==> config.mk <==
export PLATFORM = sky130hd
export DESIGN_NAME = mlp_ram
export DESIGN_NICKNAME = d
export VERILOG_FILES = /design/src/hw/rtl/mlp_ram.sv
export SDC_FILE = /design/constraint.sdc
export NUM_CORES = 1
export LEC_CHECK = 0
export BUFFER_PORTS_ARGS = -buffer_cell sky130_fd_sc_hd__buf_2
export CORE_MARGIN = 2
export CORE_UTILIZATION = 50
export CTS_BUF_LIST = sky130_fd_sc_hd__clkbuf_4
export CTS_CLUSTER_DIAMETER = 30
export DETAILED_ROUTE_END_ITERATION = 12
export PLACE_DENSITY = 0.71
export SYNTH_ARGS = -nofsm -noshare
export SYNTH_HDL_FRONTEND = slang
export SYNTH_SLANG_ARGS = --single-unit
==> constraint.sdc <==
create_clock -name clk -period 2.7 [get_ports clk]
set_input_delay 0.54 -clock clk [delete_from_list [all_inputs] [get_ports clk]]
set_output_delay 0.54 -clock clk [all_outputs]
set_load 0.005 [all_outputs]
==> src/hw/rtl/mlp_ram.sv <==
`default_nettype none
module mlp_ram #(
  parameter int unsigned WIDTH = 16,
  parameter int unsigned DEPTH = 64
) (
  input  wire logic                     clk,
  input  wire logic                     we,
  input  wire logic [$clog2(DEPTH)-1:0] waddr,
  input  wire logic [WIDTH-1:0]         wdata,
  input  wire logic [$clog2(DEPTH)-1:0] raddr,
  output logic      [WIDTH-1:0]         rdata
);
  logic [WIDTH-1:0] mem [0:DEPTH-1];

  always_ff @(posedge clk) begin
    if (we) begin
      mem[waddr] <= wdata;
    end
    rdata <= mem[raddr];
  end
endmodule
`default_nettype wire

# Word level (Yosys, flattened, before mapping)
# Memory sizes are Yosys's and may differ from the RTL's. A register that Yosys moved wholly into a read port is not among the register bits.
# Cells that the tools add are included.
# classes
mux	2
# op_table
operator	count
1-bit 2-to-1 mux	2
# word_totals
output_inout_bits	16
elab_cells	3
mem_bits_rw	1024
mem_count	1
register_bits	0
# memory_table
name	words	word_bits	read_ports	rd_ports_with_merged_regs	wr	line	text
mem	64	16	1	1	1	13	logic [WIDTH-1:0] mem [0:DEPTH-1];

# Logic depth before layout (Yosys ltp)
# depth
depth_word	2
mapped_depth	10
ltp_nobuf	5

# Least setup slack after synthesis
# OpenSTA, ideal clock, no wires.
# synth_timing
path_type	input-to-reg
startpoint	in waddr[3]
endpoint	mem mem[48][0] (enable)
cell_stages	4
path_slack_ns	0.125
arrival_time_ns	2.166
n_path_buf	1
setup_ns	0.409
path_cell_list	clkbuf_1 nor2b_1 nand4b_1 nor3_1
# synth_lines
element	line	text
from (decl)	8	input wire logic [$clog2(DEPTH)-1:0] waddr,
to (decl)	13	
# No word-level cell before the write port.

# Worst setup path after layout
# layout_timing
startpoint	reg rdata[12], read port of mem
endpoint	out rdata[12]
# layout_lines
element	line	text
from (decl)	11	output logic [WIDTH-1:0] rdata
# No word-level cell between the ends.

==> results.md <==
* Cell row count at 103
* Pin count of the biggest net entering global routing at 65
* Worst path slowest cell: dfxtp_1
* Yosys top cell area share at 76.79%
* Routed WL per cell at 26.88 um
* Slew Limit Fails at 0
* Antenna violations before repair at 10
* CTS tree: yes
* Crit path capture type: output port
* Slew headroom at 32.37%
* Syn_nets at 1859
* CTS H-tree depth at 5
* Post-cts resize count at 0
* RSZ-0062 raised after global routing: no
* Root buffer selected by CTS: clkbuf_4
* Worst Setup SP: rdata[12]
* DP Wirelength at 57.80 mm
* Post-DR vias/cell at 5.963
* Worst Clk Skew at 54.43 ps
* IO Pins at 46
* Crit-path leading delay family: flip-flops
* Initial core utilization at 50.60%
* Count of final setup violators at 0
* Final Hold Viols at 0
* Gate Count Post-Synth at 1829
* CP max stage delay at 510 ps
* First-pass GRT wire length at 138.2 mm
* Warnings, synthesis at 0
* Crit-path max FO at 1
* EDFF count, synth at 1024
* Total gr overflow at 0
* Fin Hold WS at 140.2 ps
* Share of layout cells above drive strength 1 at 37.41%
* Crit-path cells: buf_2
* Gpl congestion at 0.8636
* # clock sinks at 1040
* Worst-Margin Slew at 1014 ps
* TritonCTS buffer count at 277
* Detailed Route WL at 93.88 mm
* F_max at 434.9 MHz
* Worst r2r src: mem[6][3]
* Sequential share of the synthesized area at 77.59%
* WS Path Type: reg -> out
* LEAKAGE at 15.31 nW
* Cts hold-fix bufs at 12
* PortBufs at 45
* Drt drc at 0
* Post-synth cell types at 43
* Ys async rst share at 0%
* #FFs+latches synth at 1040
* CP Launch Type: register
* Die height at 287.0 um
* Max Cap Violations at 0
* Post-Syn Area at 40040 um2
* P&R area growth vs syn at 15.41%
* Max VDD drop at 393.4 uV
* Status: finished clean
* Post-route ant nets at 0
* Setup Fix Bufs, Post-CTS at 0
* Required time of the critical path at 2160 ps
* Sum Neg Setup Slack at 0 ps
* Via count at 20830
* Vias in the first global route at 21560
* Tcrit/Tclk final at 85.15%
* DIE AREA at 82360 um2
* Clk pin slew, worst setup/hold paths at 70 ps
* Final min period at 2299 ps
* Synth area leader: edfxtp_1
* Worst-Skew Late Latency at 1080 ps
* Pwr Density at 706.1 nW/um2
* All-Layer GR Usage at 23.22%
* Top post-synthesis cells by area: edfxtp_1, mux4_2, mux2i_1
* Worst EP arrival at 1760 ps
* Pre-antenna DRT Iters at 5
* Detailed Route Iter0 Violations at 2387
* Nets at 2296
* Core Area at 79130 um2
* Max Root-Sink Buffers at 4
* Die W at 287.0 um
* Mean area per synthesized cell at 21.89 um2
* Worst Min Path Start: wdata[12]
* Top FF cell, synth: edfxtp_1
* Worst path buffer plus inverter count at 1
* Hold Path Class: in -> reg
[metrics by stage]
step / total power, mW / worst slack [ps] / std cells / cell area [um2] / util (%)
2_1_floorplan: 19.17 / 125.2 / 1829 / 40040 / -
3_3_place_gp: 20.00 / -165.8 / 3025 / 42830 / 54.13
3_5_place_dp: 20.04 / -196.0 / 3025 / 42830 / 54.13
4_1_cts: 32.93 / 308.3 / 3485 / 46190 / 58.38
5_1_grt: 33.85 / 349.6 / 3491 / 46210 / 58.39
6_report: 32.63 / 400.8 / 3493 / 46210 / 58.40
[layout make-up]
| cell class | count | area, um2 |
|---|---|---|
| repair buffers | 262 | 2322 |
| diodes | 8 | 20.02 |
| flip-flops and latches | 1040 | 31070 |
| clock inverters | 65 | 361.6 |
| fillers | 5787 | 32920 |
| clock buffers | 383 | 2875 |
| multi-input cells | 685 | 8249 |
| well taps | 1050 | 1314 |
[path summary, 6_finish.rpt]
path,end,slack (ps),cells after the start
setup reg to reg,rdata[3],500,6
hold reg to reg,rdata[5],860,5
setup / recovery,rdata[12],400,1
hold / removal,mem[23][12],140,2
[per-layer routing]
metal / wire length, um / vias to the layer above / global-route usage, %
met5: 39 / - / 0
met1: 36060 / 10820 / 30.95
met2: 46610 / 1076 / 37.54
met4: 2816 / 6 / 9.492
met3: 8353 / 203 / 5.056
li1: - / 8727 / -
[kinds of logic (layout without fill, tap and decap cells)]
kind of cell | after synthesis | after routing | synth area share, %
AOI/OAI and AO/OA | 129 | 129 | 2.409
muxes | 336 | 336 | 15.52
other | 0 | 8 | 0
and+or+nand+nor | 220 | 220 | 2.647
DFF | 1040 | 1040 | 77.59
buffers and inverters | 104 | 710 | 1.831
[report_power, final]
group / switching [mW] / total [mW] / internal [mW]
combinational: 1.04 / 1.77 / 0.731
sequential: 0.0703 / 17.9 / 17.9
clock: 6.03 / 12.9 / 6.89
total: 7.14 / 32.6 / 25.5
[cell usage after synthesis (all sizes together) (12+ instances only)]
cell type,n
mux2i,85
edfxtp,1024
nand4,12
a22oi,39
nand3,24
nor2b,30
nor2,74
a221oi,16
clkbuf,27
dfxtp,16
a21oi,17
mux4,224
buf,77
nand2,60
mux2,27
[placed cells by master (no fill, tap or decap), types with 4 or more instances in the layout]
cell type / count
a22o_1: 6
diode_2: 8
mux4_2: 220
mux2_2: 27
a211oi_1: 8
clkinv_2: 10
a211o_1: 8
a311oi_1: 8
mux2i_1: 85
nand4_1: 12
buf_12: 33
buf_2: 42
nor2_1: 72
a221oi_1: 16
a221o_1: 6
bufinv_16: 4
nor2b_1: 30
nand3_1: 24
mux4_1: 4
clkbuf_4: 383
a41oi_1: 5
inv_2: 8
buf_4: 172
clkinv_1: 43
dlygate4sd3_1: 12
o21ai_0: 5
a22oi_1: 39
nand2_1: 59
a31oi_1: 8
edfxtp_1: 1024
and4_1: 5
dfxtp_1: 16
a21oi_1: 17
[flip-flops by register name, summed over array words and instances, names as in the netlist]
name   flops
rdata     16
mem     1024
Note: power is estimated with default switching activity, not from simulation.
