## src/hw/rtl/mlp_pkg.sv

```systemverilog
`default_nettype none
package mlp_pkg;
  localparam int unsigned N_INPUTS_DEF  = 3;
  localparam int unsigned N_HIDDEN_DEF  = 64;
  localparam int unsigned N_OUTPUTS_DEF = 1;
  localparam int unsigned ADDR_W = 13;
  localparam int unsigned VAL_W  = 16;
  localparam int unsigned IDX_W  = 2;
  localparam int unsigned DRV_W  = 14;
  localparam int unsigned OIDX_W = 3;

  localparam logic ACT_WRITE = 1'b0;
  localparam logic ACT_OBS   = 1'b1;

  localparam logic [1:0] LYR_FIRST  = 2'd0;
  localparam logic [1:0] LYR_SECOND = 2'd1;
  localparam logic [1:0] LYR_OUT    = 2'd2;

  // controller to datapath
  typedef struct packed {
    logic       acc_init;   // load bias into accumulator
    logic       acc_mac;    // add product of operands
    logic       acc_done;   // round, saturate and store neuron
    logic [1:0] layer;      // first, second or output layer
  } mlp_cmd_t;

  function automatic logic signed [DRV_W-1:0] tanh_q12(input logic signed [VAL_W-1:0] x);
    logic [VAL_W:0] m;
    logic [5:0]     k;
    logic [9:0]     f;
    logic [12:0]    t0;
    logic [12:0]    t1;
    logic [23:0]    prod;
    logic [12:0]    y;
    logic [12:0]    knots [0:20];
    begin
      knots = '{13'd0, 13'd1003, 13'd1893, 13'd2602, 13'd3119, 13'd3475, 13'd3707,
                13'd3856, 13'd3949, 13'd4006, 13'd4041, 13'd4062, 13'd4076, 13'd4084,
                13'd4089, 13'd4091, 13'd4093, 13'd4094, 13'd4095, 13'd4095, 13'd4096};
      m = x[VAL_W-1] ? (VAL_W+1)'(-{x[VAL_W-1], x}) : {1'b0, x};
      k = m[15:10];
      f = m[9:0];
      if (k >= 6'd20) begin
        y = 13'd4096;
      end else begin
        t0 = knots[k[4:0]];
        t1 = knots[5'(k[4:0] + 5'd1)];
        prod = 24'(t1 - t0) * 24'(f) + 24'd512;
        y = 13'(t0 + 13'(prod >> 10));
      end
      tanh_q12 = x[VAL_W-1] ? -$signed({1'b0, y}) : $signed({1'b0, y});
    end
  endfunction
endpackage
`default_nettype wire

```

## src/hw/rtl/mlp_datapath.sv

```systemverilog
`default_nettype none
module mlp_datapath (
  input  wire logic                              clk,
  input  wire mlp_pkg::mlp_cmd_t                 cmd,
  input  wire logic signed [mlp_pkg::VAL_W-1:0]  weight,   // from store, registered
  input  wire logic signed [mlp_pkg::VAL_W-1:0]  operand,  // activation, registered
  output logic signed [mlp_pkg::VAL_W-1:0]       neuron_q, // relu or raw result
  output logic signed [mlp_pkg::DRV_W-1:0]       drive
);
  import mlp_pkg::*;

  logic signed [31:0] acc_r, acc_nxt;
  logic signed [31:0] prod_r;
  logic               prod_v_r;
  logic signed [33:0] sum;
  logic signed [33:0] rnd;
  logic signed [21:0] sh;
  logic signed [VAL_W-1:0] q;

  assign sum = 34'(acc_r) + 34'(prod_r);
  always_comb begin
    acc_nxt = acc_r;
    if (prod_v_r) begin
      if (sum > 34'sd2147483647) acc_nxt = 32'sh7fffffff;
      else if (sum < -34'sd2147483648) acc_nxt = 32'sh80000000;
      else acc_nxt = sum[31:0];
    end
    if (cmd.acc_init) acc_nxt = {{4{weight[VAL_W-1]}}, weight, 12'd0};
  end

  // rounding to q4.12 with saturation
  assign rnd = 34'(acc_r) + 34'sd2048;
  assign sh  = rnd[33:12];
  always_comb begin
    if (sh > 22'sd32767) q = 16'sh7fff;
    else if (sh < -22'sd32768) q = 16'sh8000;
    else q = sh[VAL_W-1:0];
  end

  always_ff @(posedge clk) begin
    prod_r   <= 32'(weight) * 32'(operand);
    prod_v_r <= cmd.acc_mac;
    acc_r    <= acc_nxt;
    if (cmd.acc_done) begin
      neuron_q <= (cmd.layer != LYR_OUT && q[VAL_W-1]) ? '0 : q;
      drive    <= tanh_q12(q);
    end
  end
endmodule
`default_nettype wire

```

## config.mk

```make
export PLATFORM = sky130hd
export DESIGN_NAME = mlp_datapath
export DESIGN_NICKNAME = d
export VERILOG_FILES = /design/src/hw/rtl/mlp_pkg.sv /design/src/hw/rtl/mlp_datapath.sv
export SDC_FILE = /design/constraint.sdc
export NUM_CORES = 1
export LEC_CHECK = 0
export BUFFER_PORTS_ARGS = -buffer_cell sky130_fd_sc_hd__buf_2
export CORE_MARGIN = 10
export CORE_UTILIZATION = 55
export CTS_CLUSTER_DIAMETER = 30
export CTS_CLUSTER_SIZE = 10
export DETAILED_ROUTE_END_ITERATION = 10
export PLACE_DENSITY = 0.72
export SLEW_MARGIN = 30
export SYNTH_ARGS = -nofsm -noshare
export SYNTH_HDL_FRONTEND = slang
export SYNTH_SLANG_ARGS = --single-unit
```

## constraint.sdc

```tcl
create_clock -name clk -period 25.7 [get_ports clk]
set_clock_uncertainty 0.2 [all_clocks]
set_input_delay 1.285 -clock clk [delete_from_list [all_inputs] [get_ports clk]]
set_output_delay 1.285 -clock clk [all_outputs]
set_load 0.005 [all_outputs]
```

# ---- Word level (Yosys, flattened, before mapping)
# Memories as Yosys holds them, arrays and structs flattened.
# Index checks and enable logic that the tools add are counted.
dict set report totals {
  regBits 95
  mem_bits_ro 832
  input_bits 38
  output_inout_bits 30
  wordCells 45
  n_memories 2
}
# name depth width read_ports rd_ports_with_merged_regs wr line_no
set mem_list {}
lappend mem_list {{(no name shown)} 32 13 1 0 0 mlp_pkg.sv:47} ;# t1 = knots[5'(k[4:0] + 5'd1)];
lappend mem_list {{(no name shown)} 32 13 1 0 0 mlp_pkg.sv:46} ;# t0 = knots[k[4:0]];
dict set report op_classes {
  n_addsub 8
  mul 2
  magnitude_cmp 7
  n_eq_ne 1
  n_mux 14
  n_bitwise 2
  reduce_logical 2
}
# op count
set op_table {}
lappend op_table {{$mux 32} 4}
lappend op_table {{$mux 13} 7}
lappend op_table {{$mux 16} 3}
lappend op_table {{$add 32x13->33 const B} 1}
lappend op_table {{$add 32x32->33} 1}
lappend op_table {{$gt 33x32->1 const B} 1}
lappend op_table {{$lt 33x32->1 const B} 1}
lappend op_table {{$mul 16x16->32} 1}
lappend op_table {{$add 23x10->23 const B} 1}
lappend op_table {{$mul 14x11->23} 1}
lappend op_table {{$gt 21x16->1 const B} 1}
lappend op_table {{$lt 21x16->1 const B} 1}
lappend op_table {{$neg 16->16} 1}
lappend op_table {{$neg 13->14} 1}
lappend op_table {{$sub 13x13->14} 1}
lappend op_table {{$add 13x13->13} 1}
lappend op_table {{$ge 6x6->1 const B} 2}
lappend op_table {{$not 5->6} 2}
lappend op_table {{$ge 6x5->1 const B} 1}
lappend op_table {{$add 5x1->5 const B} 1}
lappend op_table {{$ne 2x2->1 const B} 1}
lappend op_table {{$reduce_bool 2->1} 1}
lappend op_table {{$logic_and 1x1->1} 1}

# ---- Longest topological paths before layout
dict set report depth {
  depth_word 19
  ltp_mapped 66
  depth_no_buf 62
}

# ---- Least setup slack after synthesis
# Ideal clock, no wire load.
dict set report synth_timing {
  path_kind {flip-flop to flip-flop}
  start {register acc_r[18]}
  end {register drive[12] in the netlist's numbering (data pin)}
  setup_ns 0.265
  arrival_time_ns 13.737
  slack_ns 11.498
  stages_incl_launch_ff 62
  path_buffers 4
  synth_period_minus_slack_ns 14.202
  cell_sequence {edfxtp_1 buf_2 nand4_1 or4_4 or4_4 a21oi_4 o211ai_1 clkbuf_1 a22oi_1 clkbuf_1 ha_1 inv_1 nor2_1 nor3_1 a211oi_4 inv_2 ha_1 inv_1 (+26 left out) o21ai_0 nor2b_1 nor2b_1 o21a_1 o21a_1 nor2_1 xnor2_1 ha_1 nor3_1 nor2_1 o41a_1 a311oi_1 a21oi_1 xor2_1 or4b_2 o2111ai_1 o211ai_1 o21bai_1}
}
dict set report synth_between {
  elab_chain_cells 19
  word_cells_on_any_way 25
}
# item line_no
set synth_lines {}
lappend synth_lines {{start: declaration} mlp_datapath.sv:12} ;# logic signed [31:0] acc_r, acc_nxt;
lappend synth_lines {{start signal: assignment} mlp_datapath.sv:43} ;# acc_r <= acc_nxt;
lappend synth_lines {{$add 32x13->33 *} mlp_datapath.sv:32} ;# assign rnd = 34'(acc_r) + 34'sd2048;
lappend synth_lines {{$lt 21x16->1} mlp_datapath.sv:36} ;# else if (sh < -22'sd32768) q = 16'sh8000;
lappend synth_lines {{$mux 16} mlp_datapath.sv:36}
lappend synth_lines {{$mux 16 *} mlp_datapath.sv:35} ;# if (sh > 22'sd32767) q = 16'sh7fff;
lappend synth_lines {{$neg 16->16} mlp_pkg.sv:40} ;# m = x[VAL_W-1] ? (VAL_W+1)'(-{x[VAL_W-1], x}) : {1'b0, x};
lappend synth_lines {{$mux 16} mlp_pkg.sv:40}
lappend synth_lines {{$add 5x1->5} mlp_pkg.sv:47}
lappend synth_lines {{$not 5->6 (implied by the code)} mlp_pkg.sv:47}
lappend synth_lines {{(+3 left out)} -}
lappend synth_lines {{$sub 13x13->14} mlp_pkg.sv:48} ;# prod = 24'(t1 - t0) * 24'(f) + 24'd512;
lappend synth_lines {{$mul 14x11->23} mlp_pkg.sv:48}
lappend synth_lines {{$add 23x10->23} mlp_pkg.sv:48}
lappend synth_lines {{$add 13x13->13} mlp_pkg.sv:49} ;# y = 13'(t0 + 13'(prod >> 10));
lappend synth_lines {{$mux 13} mlp_pkg.sv:43} ;# if (k >= 6'd20) begin
lappend synth_lines {{$mux 13} mlp_datapath.sv:44} ;# if (cmd.acc_done) begin
lappend synth_lines {{$neg 13->14} mlp_pkg.sv:51} ;# tanh_q12 = x[VAL_W-1] ? -$signed({1'b0, y}) : $signed({1'b0, y});
lappend synth_lines {{$mux 13 *} mlp_pkg.sv:51}
lappend synth_lines {{end signal: assignment} mlp_datapath.sv:46} ;# drive <= tanh_q12(q);
lappend synth_lines {{end: declaration} mlp_datapath.sv:8} ;# output logic signed [mlp_pkg::DRV_W-1:0] drive
# Every way passes the cells marked *; elsewhere a longest branch is shown, timed or not. The select of a mux whose other input is x is not followed.
# A chain may end at the register's enable or synchronous reset.

# ---- Worst setup path in the final report
dict set report layout_timing {
  start {register acc_r[11]}
  end {register drive[12] in the netlist's numbering (data pin)}
}
# The elaborated chain is that of the path after synthesis.

==> results.yml <==
status:
  status: "finished clean"
final_layout:
  fillerInstances: 3610
  finalNonFillerCells: 3130
  finalCoreUtilization: 0.584
  drive_gt1_frac: 0.0628
  area_growth_pct: 4.80
  final_net_count: 3225
  most-common-layout-cells: "sky130_fd_sc_hd__inv_1, sky130_fd_sc_hd__fa_1, sky130_fd_sc_hd__nand2_1, sky130_fd_sc_hd__ha_1, sky130_fd_sc_hd__nor2_1"
  mostFrequentLayoutCell: "sky130_fd_sc_hd__inv_1"
drt:
  ant_nets: 0
  number_of_design_rule_violations_left_by_the_first_detailed_router_iteration: 1358
  drt-vias-per-instance: 5.68
  drc_errors: 0
  route.vias.total: 17778
  drt-total-wl_mm: 56.0
  dr.pass1.iters: 6
  wl_per_cell_um: 17.9
placed_design:
  finalWeightedCongestion: 0.931
  dpl.hpwl_mm: 46.4
  dp_cells: 3113
  place.port_buffers: 67
clock_tree:
  ctsRootBufferMaster: "sky130_fd_sc_hd__clkbuf_16"
  ctsHoldBuffers: 0
  cts_max_level: 3
  postCtsSetupBuffers: 0
  clkTransAtPathRegs_ns: 0.08
  worst_skew_pair.late_latency_ns: 0.37
  cts_repair_resize_count: 0
  cts_tree: "done"
  cts.path.max_buffers: 2
  clock-sinks: 95
  tritoncts.num_buffers: 9
global_route:
  global_route.overflow_total: 0
  maximum_number_of_pins_on_one_net_before_global_route_repair: 36
  antenna_found_initial: 3
  gr-usage-all-layers: 0.229
  number_of_global_route_vias_before_repair: 18727
  grt_pass1_wl_mm: 94.4
critical_path:
  critPathRequiredTime_ns: 25.61
  type_of_origin_of_the_critical_path: "flip-flop"
  r2r_cells: 58
  setup_slack_reg_to_reg_ns: 9.56
  arrival_ns: 16.05
  critical_path.max_fanout: 15
  critical-path-slowest-cell: "sky130_fd_sc_hd__a211oi_4"
  worstReg2RegEnd: "drive[12]"
  endpoint_kind: "flip-flop"
  criticalPathCategory: "reg2reg"
  critical-path-max-stage-delay_ns: 0.76
  rr_startpoint: "acc_r[11]"
floorplan:
  placeableCoreArea_um2: 40900
  initial_core_util: 0.557
  die_x_um: 224
  core.rowCount: 74
  die-area_um2: 50000
  total_i_o_pin_count: 68
  fp.dieH_um: 224
sta:
  setup_repair_after_global_routing_missed_its_margin: "no"
  shortest_clock_period_the_worst_path_allows_after_layout_ns: 16.14
  timing.fmax_mhz: 62.0
  hold_ws_ns: 0.290
  finalHoldViolCount: 0
  period_share: 0.628
  totalNegativeSetupSlack_ns: 0
  setup_violations: 0
  worst_pin_slew_ns: 1.02
  worst_rel_slew_slack: 0.319
  report.final.slew_viol_count: 0
synth:
  flop_and_latch_count_out_of_synthesis: 95
  top_reg_cell_synth: "sky130_fd_sc_hd__edfxtp_1"
  synth.largest_area_cell: "sky130_fd_sc_hd__fa_1"
  yosys_warnings: 0
  syn-num-nets: 3218
  syn-mean-instance-area_um2: 8.82
  synth_top_cells_by_area: "sky130_fd_sc_hd__fa_1, sky130_fd_sc_hd__ha_1, sky130_fd_sc_hd__inv_1, sky130_fd_sc_hd__edfxtp_1, sky130_fd_sc_hd__nand2_1"
  part_of_the_yosys_area_used_for_sequential_elements: 0.105
  syn-instance-count: 2585
  syn_area_um2: 22800
  synthArstFlopShare: 0
  synth_top_cell_area_share: 0.338
  yosysUniqueCellTypes: 93
  synth_edf_count: 50
worst_hold_path:
  min_to: "acc_r[0]"
  hold_class: "reg2reg"
  worstHoldPathCells: 2
  timing.hold.worst.start: "acc_r[0]"
run:
  cap_violations: 0
how the worst max path moves through the flow:
stage	depth (start not counted)	to	start	slack, ns
global route	58	drive[12]	acc_r[11]	8.29
global placement	57	drive[12]	acc_r[11]	10.31
detailed placement	57	drive[12]	acc_r[11]	9.91
floorplan	61	drive[12]	acc_r[18]	11.50
finish	58	drive[12]	acc_r[11]	9.56
CTS	57	drive[12]	acc_r[11]	9.82
metrics by stage:
step / worst slack [ns] / area (µm²)
after floorplan: 11.50 / 22800
after global placement: 10.31 / 23600
after detailed placement: 9.91 / 23600
after CTS: 9.82 / 23900
after global routing: 8.29 / 23900
final: 9.56 / 23900
routing by layer:
layer	track usage	vias to the layer above	wire length (µm)
met5	0	-	0
met4	0.0575	0	1090
met3	0.0445	76	4150
met2	0.376	638	26300
met1	0.304	8771	24500
li1	-	8293	-
cells in the mapped netlist, types with 27 or more instances:
master / count
sky130_fd_sc_hd__clkbuf_1: 67
sky130_fd_sc_hd__nand2_1: 275
sky130_fd_sc_hd__o21ai_0: 82
sky130_fd_sc_hd__inv_1: 488
sky130_fd_sc_hd__a21oi_1: 115
sky130_fd_sc_hd__ha_1: 210
sky130_fd_sc_hd__nor2b_1: 27
sky130_fd_sc_hd__edfxtp_1: 50
sky130_fd_sc_hd__fa_1: 385
sky130_fd_sc_hd__nand2b_1: 39
sky130_fd_sc_hd__nor2_1: 147
sky130_fd_sc_hd__dfxtp_1: 45
sky130_fd_sc_hd__a21o_1: 41
sky130_fd_sc_hd__xnor2_1: 91
sky130_fd_sc_hd__and2_1: 117
sky130_fd_sc_hd__xor2_1: 49
cell families (layout without fill, tap and decap cells):
| group | count (synthesis) | count (layout) | synth area share |
|---|---|---|---|
| simple gates | 753 | 753 | 0.162 |
| compound gates | 411 | 411 | 0.122 |
| xor+xnor | 143 | 143 | 0.0559 |
| buf+inv | 578 | 590 | 0.0964 |
| fa+ha+maj | 597 | 597 | 0.454 |
| mux | 8 | 8 | 0.00379 |
| other cells | 0 | 1 | 0 |
| flops | 95 | 95 | 0.105 |
worst max-delay path, delay by kind of cell, from the launching register on:
family,cells,cell delay (ns)
AOI/OAI and AO/OA,22,4.80
xor gates and xnor gates,3,1.02
adders and majority gates,12,5.05
buffers and inverters,7,0.98
DFF,1,0.48
and+or+nand+nor,14,3.32
final cells by class:
type / instances / area [µm²] / area share
diodes: 1 / 2.50 / 0.000105
clock buffers: 10 / 250 / 0.0105
clock inverters: 6 / 55.1 / 0.00230
inverters: 491 / 1850 / 0.0773
multi-input cells: 1912 / 18200 / 0.762
flip-flops and latches: 95 / 2400 / 0.101
well taps: 532 / 666 / 0.0279
repair buffers: 83 / 455 / 0.0191
registers in the layout, indices dropped and copies added, names as in the netlist:
register and count:
acc_r 32, prod_r 32, neuron_q 16, drive 14
prod_v_r 1
Power is left out: the tool's default activity adds up to more than one toggle a clock period on the data nets, which glitch-free logic cannot reach.
