--- config.mk ---
export PLATFORM = sky130hd
export DESIGN_NAME = mlp_ctrl
export DESIGN_NICKNAME = d
export VERILOG_FILES = /design/src/hw/rtl/mlp_pkg.sv /design/src/hw/rtl/mlp_ctrl.sv
export SDC_FILE = /design/constraint.sdc
export NUM_CORES = 1
export LEC_CHECK = 0
export ABC_AREA = 1
export BUFFER_PORTS_ARGS = -buffer_cell sky130_fd_sc_hd__buf_2
export CAP_MARGIN = 20
export CORE_UTILIZATION = 59
export DETAILED_ROUTE_END_ITERATION = 10
export PLACE_DENSITY_LB_ADDON = 0.25
export SYNTH_ARGS = -nofsm -noshare
export SYNTH_HDL_FRONTEND = slang
export SYNTH_SLANG_ARGS = --single-unit
export TNS_END_PERCENT = 30
--- constraint.sdc ---
create_clock -name clk -period 6.45 [get_ports clk]
set_input_delay 0.3225 -clock clk [delete_from_list [all_inputs] [get_ports clk]]
set_output_delay 0.3225 -clock clk [all_outputs]
set_load 0.02 [all_outputs]
--- src/hw/rtl/mlp_pkg.sv ---
`default_nettype none
package mlp_pkg;
  localparam int unsigned N_INPUTS_DEF  = 3;
  localparam int unsigned N_HIDDEN_DEF  = 64;
  localparam int unsigned N_OUTPUTS_DEF = 1;
  localparam int unsigned ADDR_W = 13;
  localparam int unsigned VAL_W  = 16;
  localparam int unsigned IDX_W  = 2;
  localparam int unsigned DRV_W  = 14;
  localparam int unsigned OIDX_W = 3;

  localparam logic ACT_WRITE = 1'b0;
  localparam logic ACT_OBS   = 1'b1;

  localparam logic [1:0] LYR_FIRST  = 2'd0;
  localparam logic [1:0] LYR_SECOND = 2'd1;
  localparam logic [1:0] LYR_OUT    = 2'd2;

  // controller to datapath
  typedef struct packed {
    logic       acc_init;   // load bias into accumulator
    logic       acc_mac;    // add product of operands
    logic       acc_done;   // round, saturate and store neuron
    logic [1:0] layer;      // first, second or output layer
  } mlp_cmd_t;

  function automatic logic signed [DRV_W-1:0] tanh_q12(input logic signed [VAL_W-1:0] x);
    logic [VAL_W:0] m;
    logic [5:0]     k;
    logic [9:0]     f;
    logic [12:0]    t0;
    logic [12:0]    t1;
    logic [23:0]    prod;
    logic [12:0]    y;
    logic [12:0]    knots [0:20];
    begin
      knots = '{13'd0, 13'd1003, 13'd1893, 13'd2602, 13'd3119, 13'd3475, 13'd3707,
                13'd3856, 13'd3949, 13'd4006, 13'd4041, 13'd4062, 13'd4076, 13'd4084,
                13'd4089, 13'd4091, 13'd4093, 13'd4094, 13'd4095, 13'd4095, 13'd4096};
      m = x[VAL_W-1] ? (VAL_W+1)'(-{x[VAL_W-1], x}) : {1'b0, x};
      k = m[15:10];
      f = m[9:0];
      if (k >= 6'd20) begin
        y = 13'd4096;
      end else begin
        t0 = knots[k[4:0]];
        t1 = knots[5'(k[4:0] + 5'd1)];
        prod = 24'(t1 - t0) * 24'(f) + 24'd512;
        y = 13'(t0 + 13'(prod >> 10));
      end
      tanh_q12 = x[VAL_W-1] ? -$signed({1'b0, y}) : $signed({1'b0, y});
    end
  endfunction
endpackage
`default_nettype wire

--- src/hw/rtl/mlp_ctrl.sv ---
`default_nettype none
module mlp_ctrl #(
  parameter int unsigned N_INPUTS  = 3,
  parameter int unsigned N_HIDDEN  = 64,
  parameter int unsigned N_OUTPUTS = 1
) (
  input  wire logic                         clk,
  input  wire logic                         rst_n,
  input  wire logic                         start,
  output logic                              busy,
  output mlp_pkg::mlp_cmd_t                 cmd,
  output logic [mlp_pkg::ADDR_W-1:0]        waddr,   // store read address
  output logic [$clog2(N_HIDDEN)-1:0]       jidx,    // operand index
  output logic [$clog2(N_HIDDEN)-1:0]       nidx,    // neuron being written back
  output logic                              wr_h1,
  output logic                              wr_h2,
  output logic                              res_valid,
  output logic [mlp_pkg::OIDX_W-1:0]        res_idx,
  input  wire logic                         res_taken
);
  import mlp_pkg::*;

  localparam int unsigned OFS_B1 = N_HIDDEN * N_INPUTS;
  localparam int unsigned OFS_W2 = OFS_B1 + N_HIDDEN;
  localparam int unsigned OFS_B2 = OFS_W2 + N_HIDDEN * N_HIDDEN;
  localparam int unsigned OFS_W3 = OFS_B2 + N_HIDDEN;
  localparam int unsigned OFS_B3 = OFS_W3 + N_OUTPUTS * N_HIDDEN;
  localparam int unsigned HW = $clog2(N_HIDDEN);

  typedef enum logic [2:0] {S_IDLE, S_BIAS, S_MAC, S_DRAIN, S_DONE, S_OUT} state_t;

  state_t state_r;
  logic [1:0]        layer_r;
  logic [HW:0]       n_r;      // neuron counter
  logic [HW:0]       j_r;      // operand counter
  logic [HW:0]       nlen, jlen;
  logic [2:0]        dr_r;
  logic [ADDR_W-1:0] wbase, bbase;

  always_comb begin
    unique case (layer_r)
      LYR_FIRST:  begin nlen = (HW+1)'(N_HIDDEN); jlen = (HW+1)'(N_INPUTS); end
      LYR_SECOND: begin nlen = (HW+1)'(N_HIDDEN); jlen = (HW+1)'(N_HIDDEN); end
      default:    begin nlen = (HW+1)'(N_OUTPUTS); jlen = (HW+1)'(N_HIDDEN); end
    endcase
    unique case (layer_r)
      LYR_FIRST:  begin wbase = '0; bbase = ADDR_W'(OFS_B1); end
      LYR_SECOND: begin wbase = ADDR_W'(OFS_W2); bbase = ADDR_W'(OFS_B2); end
      default:    begin wbase = ADDR_W'(OFS_W3); bbase = ADDR_W'(OFS_B3); end
    endcase
  end

  // bias address held throughout the bias state so it is on the read port
  // when the accumulator loads; each weight address is issued in the cycle before use
  always_comb begin
    if (state_r == S_IDLE || state_r == S_BIAS) begin
      waddr = ADDR_W'(bbase + ADDR_W'(n_r));
    end else begin
      waddr = ADDR_W'(wbase + ADDR_W'(n_r) * ADDR_W'(jlen) + ADDR_W'(j_r));
    end
  end

  assign busy  = state_r != S_IDLE;
  assign jidx  = j_r[HW-1:0];

  always_ff @(posedge clk) begin
    if (!rst_n) begin
      state_r   <= S_IDLE;
      layer_r   <= LYR_FIRST;
      n_r       <= '0;
      j_r       <= '0;
      dr_r      <= '0;
      cmd       <= '0;
      wr_h1     <= 1'b0;
      wr_h2     <= 1'b0;
      nidx      <= '0;
      res_valid <= 1'b0;
      res_idx   <= '0;
    end else begin
      cmd.acc_init <= state_r == S_BIAS && dr_r == 3'd1;
      cmd.acc_mac  <= state_r == S_MAC;
      cmd.acc_done <= state_r == S_DRAIN && dr_r == 3'd3;
      cmd.layer    <= layer_r;
      wr_h1 <= state_r == S_DONE && layer_r == LYR_FIRST;
      wr_h2 <= state_r == S_DONE && layer_r == LYR_SECOND;
      // write-back index is registered from the neuron counter, so it trails it like the result
      nidx  <= n_r[HW-1:0];
      unique case (state_r)
        S_IDLE: begin
          if (start) begin
            layer_r <= LYR_FIRST;
            n_r     <= '0;
            j_r     <= '0;
            dr_r    <= '0;
            state_r <= S_BIAS;
          end
        end
        S_BIAS: begin
          if (dr_r == 3'd1) begin
            dr_r    <= '0;
            state_r <= S_MAC;
          end else begin
            dr_r <= 3'd1;
          end
        end
        S_MAC: begin
          // address j presented; weight and operand valid next cycle
          if (j_r == jlen - 1'b1) begin
            j_r     <= '0;
            dr_r    <= '0;
            state_r <= S_DRAIN;
          end else begin
            j_r <= j_r + 1'b1;
          end
        end
        S_DRAIN: begin
          dr_r <= dr_r + 1'b1;
          if (dr_r == 3'd3) begin
            state_r <= S_DONE;
          end
        end
        S_DONE: begin
          dr_r <= '0;
          if (layer_r == LYR_OUT) begin
            res_valid <= 1'b1;
            res_idx   <= OIDX_W'(n_r);
            state_r   <= S_OUT;
          end else if (n_r == nlen - 1'b1) begin
            n_r     <= '0;
            layer_r <= layer_r + 1'b1;
            state_r <= S_BIAS;
          end else begin
            n_r     <= n_r + 1'b1;
            state_r <= S_BIAS;
          end
        end
        S_OUT: begin
          if (res_taken) begin
            res_valid <= 1'b0;
            if (n_r == nlen - 1'b1) begin
              state_r <= S_IDLE;
            end else begin
              n_r     <= n_r + 1'b1;
              state_r <= S_BIAS;
            end
          end
        end
        default: state_r <= S_IDLE;
      endcase
    end
  end
endmodule
`default_nettype wire

### Yosys cells after proc, flatten, opt, wreduce, memory -nomap -nowiden

Index checks and enable logic that the tools add are counted.

| storage, ports and cells | value |
|---|---|
| bits of input ports | 4 |
| bits in registers | 39 |
| output and inout port bits | 37 |
| word-level logic and storage cells | 97 |

| operators by class | value |
|---|---|
| mux-type cells | 32 |
| reduce and logical (&&, ||, !) cells | 21 |
| eq/ne operators | 20 |
| multipliers | 1 |
| add/sub/neg operators | 9 |

Operator list:

| cell | number |
|---|---|
| 2-to-1 mux 7 bit | 8 |
| case mux 13 bit (2 select lines) | 2 |
| adder 13 x 7 -> 13 bit | 2 |
| 2-to-1 mux 3 bit | 8 |
| case mux 7 bit (3 select lines) | 1 |
| case mux 3 bit (6 select lines) | 1 |
| case mux 3 bit (5 select lines) | 1 |
| adder 7 x 1 -> 7 bit, second input constant | 2 |
| == test 7 bit | 2 |
| case mux 7 bit (2 select lines) | 1 |
| subtractor 7 x 1 -> 7 bit, second input constant | 2 |
| adder 13 bit | 1 |
| multiplier 7 x 7 -> 13 bit | 1 |
| 2-to-1 mux 13 bit | 1 |
| inequality test 2 x 1 -> 1 bit, second input constant | 5 |
| AND reduction 5 bit | 2 |
| == test 3 x 2 -> 1 bit, second input constant | 3 |
| inequality test 2 bit, second input constant | 4 |
| == test 3 x 1 -> 1 bit, second input constant | 2 |
| == test 3 bit, second input constant | 2 |
| 2-to-1 mux 2 bit | 3 |
| AND reduction 3 bit | 2 |
| nonzero test 2 bit | 3 |
| nonzero test 3 bit | 2 |
| other kinds (15) | 22 |

### Longest topological paths before layout

Gate-level depths: netlist of the first run.

| depth | value |
|---|---|
| word-level depth | 8 |
| depth in mapped cells | 23 |
| mapped depth without buffers | 22 |

### Worst setup path after synthesis of the first run

No wires, ideal clock.

| timing | value |
|---|---|
| path kind | register to output |
| from | reg layer_r[0] |
| to | out waddr[8] in the netlist's numbering |
| buffers on the path | 1 |
| setup slack | 2.385 ns |
| data required time | 6.128 ns |
| stages on the path, launching flop included | 20 |
| data arrival time | 3.743 ns |
| cells stage by stage | dfxtp_1 -> inv_1 -> ha_1 -> clkbuf_1 -> nand2_1 -> inv_1 -> ha_1 -> xor2_1 -> ha_1 -> ha_1 -> inv_1 -> fa_1 -> inv_1 -> ha_1 -> nand2_1 -> inv_1 -> nand2_1 -> nand2_1 -> xor2_1 -> o21ai_0 |

| between the ends | value |
|---|---|
| cells in the longest elaborated chain, start to end | 6 |
| elaborated cells between the ends (all ways) | 10 |
| classes of those cells | add/sub (3); mul (1); eq/ne (1); mux (4); reduce/logical (1) |

Ends and longest elaborated chain:

| item | RTL line | source |
|---|---|---|
| start: declaration | mlp_ctrl.sv:33 | `logic [1:0] layer_r;` |
| start signal: assignment | mlp_ctrl.sv:130 | `layer_r <= layer_r + 1'b1;` |
| logical NOT 2 bit | mlp_ctrl.sv:41, mlp_ctrl.sv:46 |  |
| 2-to-1 mux 7 bit | mlp_ctrl.sv:41 | `unique case (layer_r)` |
| multiplier 7 x 7 -> 13 bit | mlp_ctrl.sv:59 | `waddr = ADDR_W'(wbase + ADDR_W'(n_r) * ADDR_W'(jlen) + ADDR_W'(j_r));` |
| adder 13 bit | mlp_ctrl.sv:59 |  |
| adder 13 x 7 -> 13 bit | mlp_ctrl.sv:59 |  |
| 2-to-1 mux 13 bit (*) | mlp_ctrl.sv:56 | `if (state_r == S_IDLE \|\| state_r == S_BIAS) begin` |
| end: declaration | mlp_ctrl.sv:12 | `output logic [mlp_pkg::ADDR_W-1:0] waddr,` |

Mark *: on every way between the ends. The rest lies on a longest branch, timed or not.

### Final worst setup path of the first run

| timing | value |
|---|---|
| from | reg layer_r[1] |
| to | out waddr[9] in the netlist's numbering |

The elaborated chain is that of the path after synthesis.

==> summary.txt, run 1 <==
Place
  – Final HPWL DP: around 5500 um
  – IO buf count: 40
  – Gpl congestion: ~0.95

Global route
  – First-pass GRT wire length: roughly 12000 um
  – Vias in the first global route: 2673
  – Gr usage total: 0.2699
  – Initial antenna violation count: 0
  – Total grt overflow: 0
  – Largest net degree at the start of global routing: 24

Setup path
  – Critical Path AT: 4.33 ns
  – Reg2Reg Launch Point: layer_r[1]
  – Crit Path Max Fanout: 9
  – Startpoint type of the worst setup path: flop
  – Worst Setup End Kind: output pin
  – R2r endpoint: j_r[4]
  – Worst-case reg-to-reg path depth: 10
  – Critical Path RT: between 6 and 7 ns
  – Setup CP Type: reg2out
  – Internal reg-to-reg setup slack: about 4.2 ns

Die
  – Initial Util: 0.6203
  – I/O Pins: 41
  – Die height: 75.51 um
  – Total Die Area: 5702 sq um
  – Die width: 75.51 um
  – Core Area: ~5000 sq um
  – Core Rows: 26

Timing
  – Setup TNS: 0 ns
  – Final Hold Viols: 0
  – Clock Skews: about 0.008 ns
  – Fin crit share: 0.7213
  – Final-report max-slew violation count: 0
  – Worst-margin pin slew: 0.5197 ns
  – # setup viols final: 0
  – Highest clock rate: 215.0 MHz
  – Post-route minimum period: 4.652 ns
  – Slew HR: 0.6514
  – RSZ-0062 raised after global routing: false
  – WHS: 0.3275 ns

Clock network
  – # clock sinks: 39
  – Post-CTS sizing: 0
  – Clk buf depth: 2
  – Clock-pin slew on the worst setup and hold paths: 0.08 ns
  – Root Buffer: clkbuf_8
  – CTS tree: built
  – Worst skew pair latency: 0.29 ns
  – Hold Buf Count CTS: 0
  – Cts bufs inserted: 5
  – Post-CTS setup buffers: 0
  – H-tree depth: 2

Logic synthesis
  – Sequential share of the synthesized area: 0.2449
  – Top post-synthesis cells by area: dfxtp_1 (24%), ha_1 (16%), nand2_1 (14%)
  – Post-synth EDFFs: 0
  – Primary FF master, synth: dfxtp_1
  – Asr flop ratio synth: 0
  – Flops & latches, synth: 39
  – Share of the synthesized area in the top cell type: 0.2449
  – Synth Instances: roughly 460
  – Post-Syn Area: 3188 sq um
  – Cell variety after synth: 35
  – Post-Syn Nets: between 500 and 600
  – Number of synthesis warnings: 0
  – Syn_area_per_cell: 6.886 sq um
  – Cell taking the most area after synthesis: dfxtp_1

Route
  – Via density: slightly above 5
  – WL final: approximately 7000 um
  – Routed len/inst: 12.39 um
  – Post-DRT Antenna Nets: 0
  – Vias: 2894
  – Drc violations: 0
  – DRT iter0 DRCs: 204
  – Drt first pass iters: 5

Hold path
  – Hold path depth: 4
  – Min-Delay Path Class: in2reg
  – HP Start: res_taken
  – Hold Path Sink: state_r[2]

Pwr
  – Peak VDD IR: 0.0002196 V
  – Leak: about 1.9 nW
  – Pwr Density: 273.1 nW/um^2

Run status
  – Status: finished clean

Final layout
  – Final #Nets: 548
  – Diode count: 0
  – Synthesis-to-finish area growth: 8.595%
  – Share of layout cells above drive strength 1: 0.1316

Job
  – Max-cap violations: 0
==> critical path, cell delays in order, from the launching register on <==
cell and delay (ns):
dfxtp_1 0.34, inv_1 0.14, ha_1 0.32, nand2_1 0.12, inv_1 0.13, ha_1 0.27, xor2_1 0.17, ha_1 0.30
ha_1 0.28, inv_1 0.05, fa_1 0.52, inv_1 0.04, ha_1 0.34, a21oi_1 0.14, nand2_1 0.09, nand2_1 0.08
o21ai_0 0.12, or2_2 0.30, nand3_1 0.07, nand2_1 0.05, buf_2 0.15
==> cells in the mapped netlist (2+ instances only) <==
| cell type | instances |
|---|---|
| nand2_1 | 118 |
| inv_1 | 83 |
| ha_1 | 41 |
| dfxtp_1 | 39 |
| a21oi_1 | 31 |
| nor2_1 | 30 |
| nand3_1 | 22 |
| o21ai_0 | 14 |
| fa_1 | 9 |
| xor2_1 | 9 |
| buf_4 | 8 |
| o21ai_1 | 8 |
| nor3_1 | 7 |
| inv_2 | 5 |
| clkbuf_1 | 4 |
| buf_2 | 3 |
| nand3_2 | 3 |
| nand3b_1 | 3 |
| nand4_1 | 3 |
| nor2_2 | 3 |
| a21oi_2 | 2 |
| clkinv_1 | 2 |
| o22ai_1 | 2 |
| or2_0 | 2 |
| xnor2_1 | 2 |
==> stage by stage <==
| step | power [mW] | utilization | area (sq um) | cells | worst slack, ns |
|---|---|---|---|---|---|
| after global routing | 1.023 | 0.6736 | 3462 | 564 | 1.452 |
| after floorplan | 0.6696 | - | 3188 | 463 | 2.385 |
| after global placement | 0.7656 | 0.6565 | 3374 | 557 | 2.221 |
| final | 0.9454 | 0.6736 | 3462 | 564 | 1.798 |
| after detailed placement | 0.7769 | 0.6565 | 3374 | 557 | 2.113 |
| after CTS | 0.9469 | 0.6736 | 3462 | 564 | 1.791 |
==> logic make-up (layout without fill, tap and decap cells) <==
family,Yosys count,in the layout,share of synthesized area
and+or+nand+nor,197,197,0.2700
xor gates and xnor gates,11,11,0.03022
DFF,39,39,0.2449
AOI/OAI and AO/OA,60,60,0.09969
buffers and inverters,106,137,0.1378
adders and majority gates,50,50,0.2174
==> registers in the layout, summed over array words and instances, names as in the netlist <==
| signal | count |
|---|---|
| wr_h1 | 1 |
| j_r | 7 |
| n_r | 7 |
| state_r | 3 |
| layer_r | 2 |
| cmd | 5 |
| wr_h2 | 1 |
| res_idx | 3 |
| dr_r | 3 |
| res_valid | 1 |
| nidx | 6 |
==> layout make-up <==
class	instances	area, sq um
Multi-Input combinational cell	318	1968
Fill cell	490	1678
Inverter	90	337.8
Clock inverter	1	5.005
Sequential cell	39	780.7
Clock buffer	6	82.58
Tap cell	70	87.58
Timing Repair Buffer	40	200.2
==> how the worst max path moves through the flow <==
| stage | cells past startpoint | to | startpoint |
|---|---|---|---|
| floorplan | 19 | waddr[8] | layer_r[0] |
| global placement | 20 | waddr[9] | layer_r[0] |
| global route | 16 | waddr[10] | layer_r[1] |
| CTS | 20 | waddr[9] | layer_r[1] |
| detailed placement | 20 | waddr[9] | layer_r[0] |
| finish | 20 | waddr[9] | layer_r[1] |
==> report_power, final <==
| part | internal [mW] | total [mW] | switching, mW |
|---|---|---|---|
| logic | 0.155 | 0.475 | 0.320 |
| registers | 0.267 | 0.304 | 0.0365 |
| clock network | 0.0839 | 0.167 | 0.0828 |
| total | 0.506 | 0.945 | 0.439 |
==> routing by layer <==
metal / global-route usage / vias up / share of wire / wire length, um
met4: 0.1008 / 0 / 0.014 / 99
li1: - / 1501 / - / -
met5: 0 / - / 0 / 0
met2: 0.4762 / 87 / 0.47 / 3318
met1: 0.3251 / 1295 / 0.45 / 3126
met3: 0.05291 / 11 / 0.063 / 443
==> layout by cell type, fill, tap and decap left out <==
cell and n:
o21ai_0 14, o21bai_1 1, nor3_1 7, nor4_1 1
inv_1 83, xnor2_1 2, o22ai_1 2, nor3_2 1
fa_1 9, nand3_4 1, nand4_1 3, clkbuf_8 6
clkinv_2 1, a21boi_0 1, ha_1 41, inv_2 5
clkinv_1 2, a21oi_2 2, nand3b_1 3, nand2_2 1
buf_2 40, nand2_1 118, dfxtp_1 39, or2_2 1
o21ai_1 8, or2_0 2, a21oi_1 31, o21a_1 1
nand3_2 3, nor2_2 3, nor2_1 30, nand3_1 22
nor2_4 1, xor2_1 9
(Power assumes the default switching activity.)
==> run 2: changes to the inputs <==
ABC_AREA = 0   (was 1)
CORE_UTILIZATION = 53   (was 59)
clock period = 3.8 ns   (was 6.45 ns; I/O delays follow)
==> run 2 against run 1 <==
  * Largest cell class unchanged
  * Critical endpoint is now waddr[11]
  * Clock skew grew 0.0011 ns
  * Register-to-register slack worse by 3.0 ns
  * Wire length increased by 11%
  * Utilization is 4.7 points higher
  * Clock power rose by 120%
  * The flow now finishes with violations (setup timing)
==> summary.txt, run 2 <==
Clock network
  – Root Buffer: clkbuf_8
  – # clock sinks: 39 (unchanged)
  – H-tree depth: 2 (unchanged)
  – Cts bufs inserted: 5 (unchanged)
  – Clock-pin slew on the worst setup and hold paths: 0.08 ns (about the same)
  – CTS tree: built
  – Clk buf depth: 2 (unchanged)
  – Worst skew pair latency: 0.30 ns (about the same)
  – Hold Buf Count CTS: 0 (unchanged)

Setup path
  – Critical path's slowest cell: fa_1
  – Worst Setup End Kind: output pin
  – Critical Path AT: 4.02 ns (-0.31 ns)
  – Critical Path RT: 3.61 ns (-2.52 ns)
  – Critical Path, Cell by Cell: inv_2 -> ha_4 -> and2_4 -> ha_4 -> ha_4 -> ha_4 -> inv_2 -> fa_1 -> inv_2 -> ha_4 -> fa_2 -> a21o_1 -> a211o_1 -> a2111oi_4 -> o221ai_1 -> nand2_2 -> buf_6
  – Most used cell, CP: ha_4
  – Worst-case reg-to-reg path depth: 9 (-1)
  – Internal reg-to-reg setup slack: 1.20 ns (-3.02 ns)
  – Crit path largest cell delay: 0.49 ns (-0.03 ns)
  – Startpoint type of the worst setup path: flop
  – Crit Path Max Fanout: 8 (-1)
  – Setup CP Type: reg2out

Place
  – Placed instance count: 504 (-9.5%)
  – Final HPWL DP: 5843 um (+6.2%)
  – IO buf count: 40 (unchanged)
  – Gpl congestion: 0.9017 (-5.1%)
  – Placed cell area: 3765 sq um (+12%)

Logic synthesis
  – Post-synth EDFFs: 0 (unchanged)
  – Synth Instances: 374 (-19%)
  – Syn_area_per_cell: 8.497 sq um (+23%)
  – Share of the synthesized area in the top cell type: 0.2457 (+0.0007713)
  – Sequential share of the synthesized area: 0.2457 (+0.0007713)
  – Commonest cells post-synth: ha_1 (41), inv_1 (41), dfxtp_1 (39), nor2_1 (23), nand2_1 (22)
  – Post-Syn Area: 3178 sq um (-0.31%)
  – Top post-synthesis cells by area: dfxtp_1 (25%), ha_1 (16%), fa_1 (5.7%)
  – Primary FF master, synth: dfxtp_1
  – Cell taking the most area after synthesis: dfxtp_1
  – Asr flop ratio synth: 0 (unchanged)
  – Post-Syn Nets: 428 (-17%)
  – Number of synthesis warnings: 0 (unchanged)
  – Flops & latches, synth: 39 (unchanged)
  – Cell variety after synth: 61 (+74%)

Timing
  – RSZ-0062 raised after global routing: true
  – Clock Skews: 0.009115 ns (+0.001137 ns)
  – Final Hold Viols: 0 (unchanged)
  – Setup TNS: -1.770 ns (-1.770 ns)
  – Final-report max-slew violation count: 0 (unchanged)
  – Highest clock rate: roughly 240 MHz
  – Worst-margin pin slew: 0.6621 ns (+0.1425 ns)
  – # setup viols final: 5 (+5)
  – Slew HR: 0.5556 (-0.09579)
  – Setup WS post-layout: -0.4147 ns (-2.213 ns)
  – Fin crit share: 1.109
  – Post-route minimum period: approximately 4.2 ns

Die
  – Total Die Area: 6310 sq um (+11%)
  – Die width: 79.44 um (+5.2%)
  – Die height: 79.44 um (+5.2%)
  – Initial Util: 0.5633 (-0.05694)
  – Core Rows: 27 (+3.8%)
  – Core Area: 5642 sq um (+9.8%)
  – I/O Pins: 41 (unchanged)

Final layout
  – Synthesis-to-finish area growth: 27.95%
  – Non-Filler Instances: 516 (-8.5%)
  – Final instance area: 4066 sq um (+17%)
  – Share of layout cells above drive strength 1: 0.3356 (+0.2040)
  – Commonest non-fill, non-tap cells in the layout: buf_4 (43), dfxtp_1 (37), buf_2 (36)
  – Final #Nets: 497 (-9.3%)
  – Diode count: 0 (unchanged)
  – Commonest non-fill, non-tap cell in the layout: buf_4
  – Largest regs: j_r (7), n_r (7), nidx (6)

Run status
  – Status: finished, violations left
  – Failing checks: setup timing

Pwr
  – Overall power: 0.8484 mW (-10%)
  – Peak VDD IR: 0.0002496 V (+14%)
  – Leak: 1.937 nW (-0.15%)
  – Pwr Density: 208.6 nW/um^2 (-24%)

Global route
  – Gr usage total: 0.2563 (-0.01365)
  – Total grt overflow: 0 (unchanged)
  – Vias in the first global route: 2829 (+5.8%)
  – First-pass GRT wire length: 12680 um (+9.3%)
  – Initial antenna violation count: 0 (unchanged)
  – Largest net degree at the start of global routing: 20 (-17%)

Hold path
  – Min-Delay Path Class: in2reg
  – Hold path depth: 4 (unchanged)

Route
  – Post-DRT Antenna Nets: 0 (unchanged)
  – Routed len/inst: 15.06 um (+22%)
  – DRT iter0 DRCs: 179 (-12%)
  – Via density: 5.651 (+10%)
  – Drc violations: 0 (unchanged)
  – Drt first pass iters: 4 (-1)
  – Vias: 2916 (+0.76%)
  – WL final: 7772 um (+11%)

Job
  – Max-cap violations: 0 (unchanged)
==> run 2: changes by cell type after synthesis, sizes merged, moves of 5 or more <==
cell and change:
nor2 -11, o211ai +6, and2 +15, a21oi -17, inv -47, nor2b +7
or3 +7, nand2b +5, nand2 -97, clkbuf +7, a21o +7, mux2 +8
and3 +9, nand3 -12
==> run 2: final cells by class <==
cell class / count / area [sq um]
Clock inverter: 2 / 38.79
Clock buffer: 6 / 82.58
Tap cell: 72 / 90.09
Fill cell: 431 / 1575
Multi-Input combinational cell: 273 / 2377
Timing Repair Buffer: 82 / 536.8
Sequential cell: 39 / 783.3
Inverter: 42 / 157.7
==> run 2: cells by family after synthesis <==
| group | synth area share |
|---|---|
| xor+xnor | 0.02205 |
| simple gates | 0.2221 |
| buf+inv | 0.08504 |
| compound gates | 0.1599 |
| fa+ha+maj | 0.2181 |
| flops | 0.2457 |
| mux | 0.04724 |
==> run 2: routing by layer <==
metal  wire [um]  share of wire  GRT usage  vias to the layer above
met5           0              0          0                        -
met4         102          0.013    0.06909                        0
met3         346          0.045    0.04343                       11
met2        3819           0.49     0.4487                       78
met1        3503           0.45     0.3215                     1386
li1            -              -          -                     1441
==> run 2: final timing paths <==
path	start	endpoint
hold / removal	start	j_r[0]
hold reg to reg	res_idx[2]	res_idx[2]
setup reg to reg	layer_r[0]	dr_r[2]
setup / recovery	layer_r[0]	waddr[11]
==> run 2: power by group <==
part	switching, mW	internal (mW)
Sequential	0.00769	0.412
Combinational	0.0394	0.0207
Clock	0.153	0.216
==> run 2: metrics by stage <==
stage	setup WS, ns	hold slack, ns	utilization
2_1_floorplan	0.01701	0.3402	-
3_3_place_gp	-0.1456	0.4610	0.6673
3_5_place_dp	-0.2123	0.4819	0.6673
4_1_cts	-0.4118	0.3088	0.7046
5_1_grt	-0.5765	0.3417	0.7208
6_report	-0.4147	0.3142	0.7208
==> run 2: critical path, delay by kind of cell (launching register included) <==
family | cells | cell delay, ns
buffers and inverters | 4 | 0.24
DFF | 1 | 0.34
and+or+nand+nor | 2 | 0.26
AOI/OAI and AO/OA | 4 | 1.00
adders and majority gates | 7 | 1.86
==> run 2: repair_timing <==
| action | 4_1_cts | 5_1_grt |
|---|---|---|
| setup endpoints to repair | 7 | 7 |
| setup buffers | 1 | 3 |
| pin swaps | 11 | 15 |
| resized for setup | 14 | 16 |
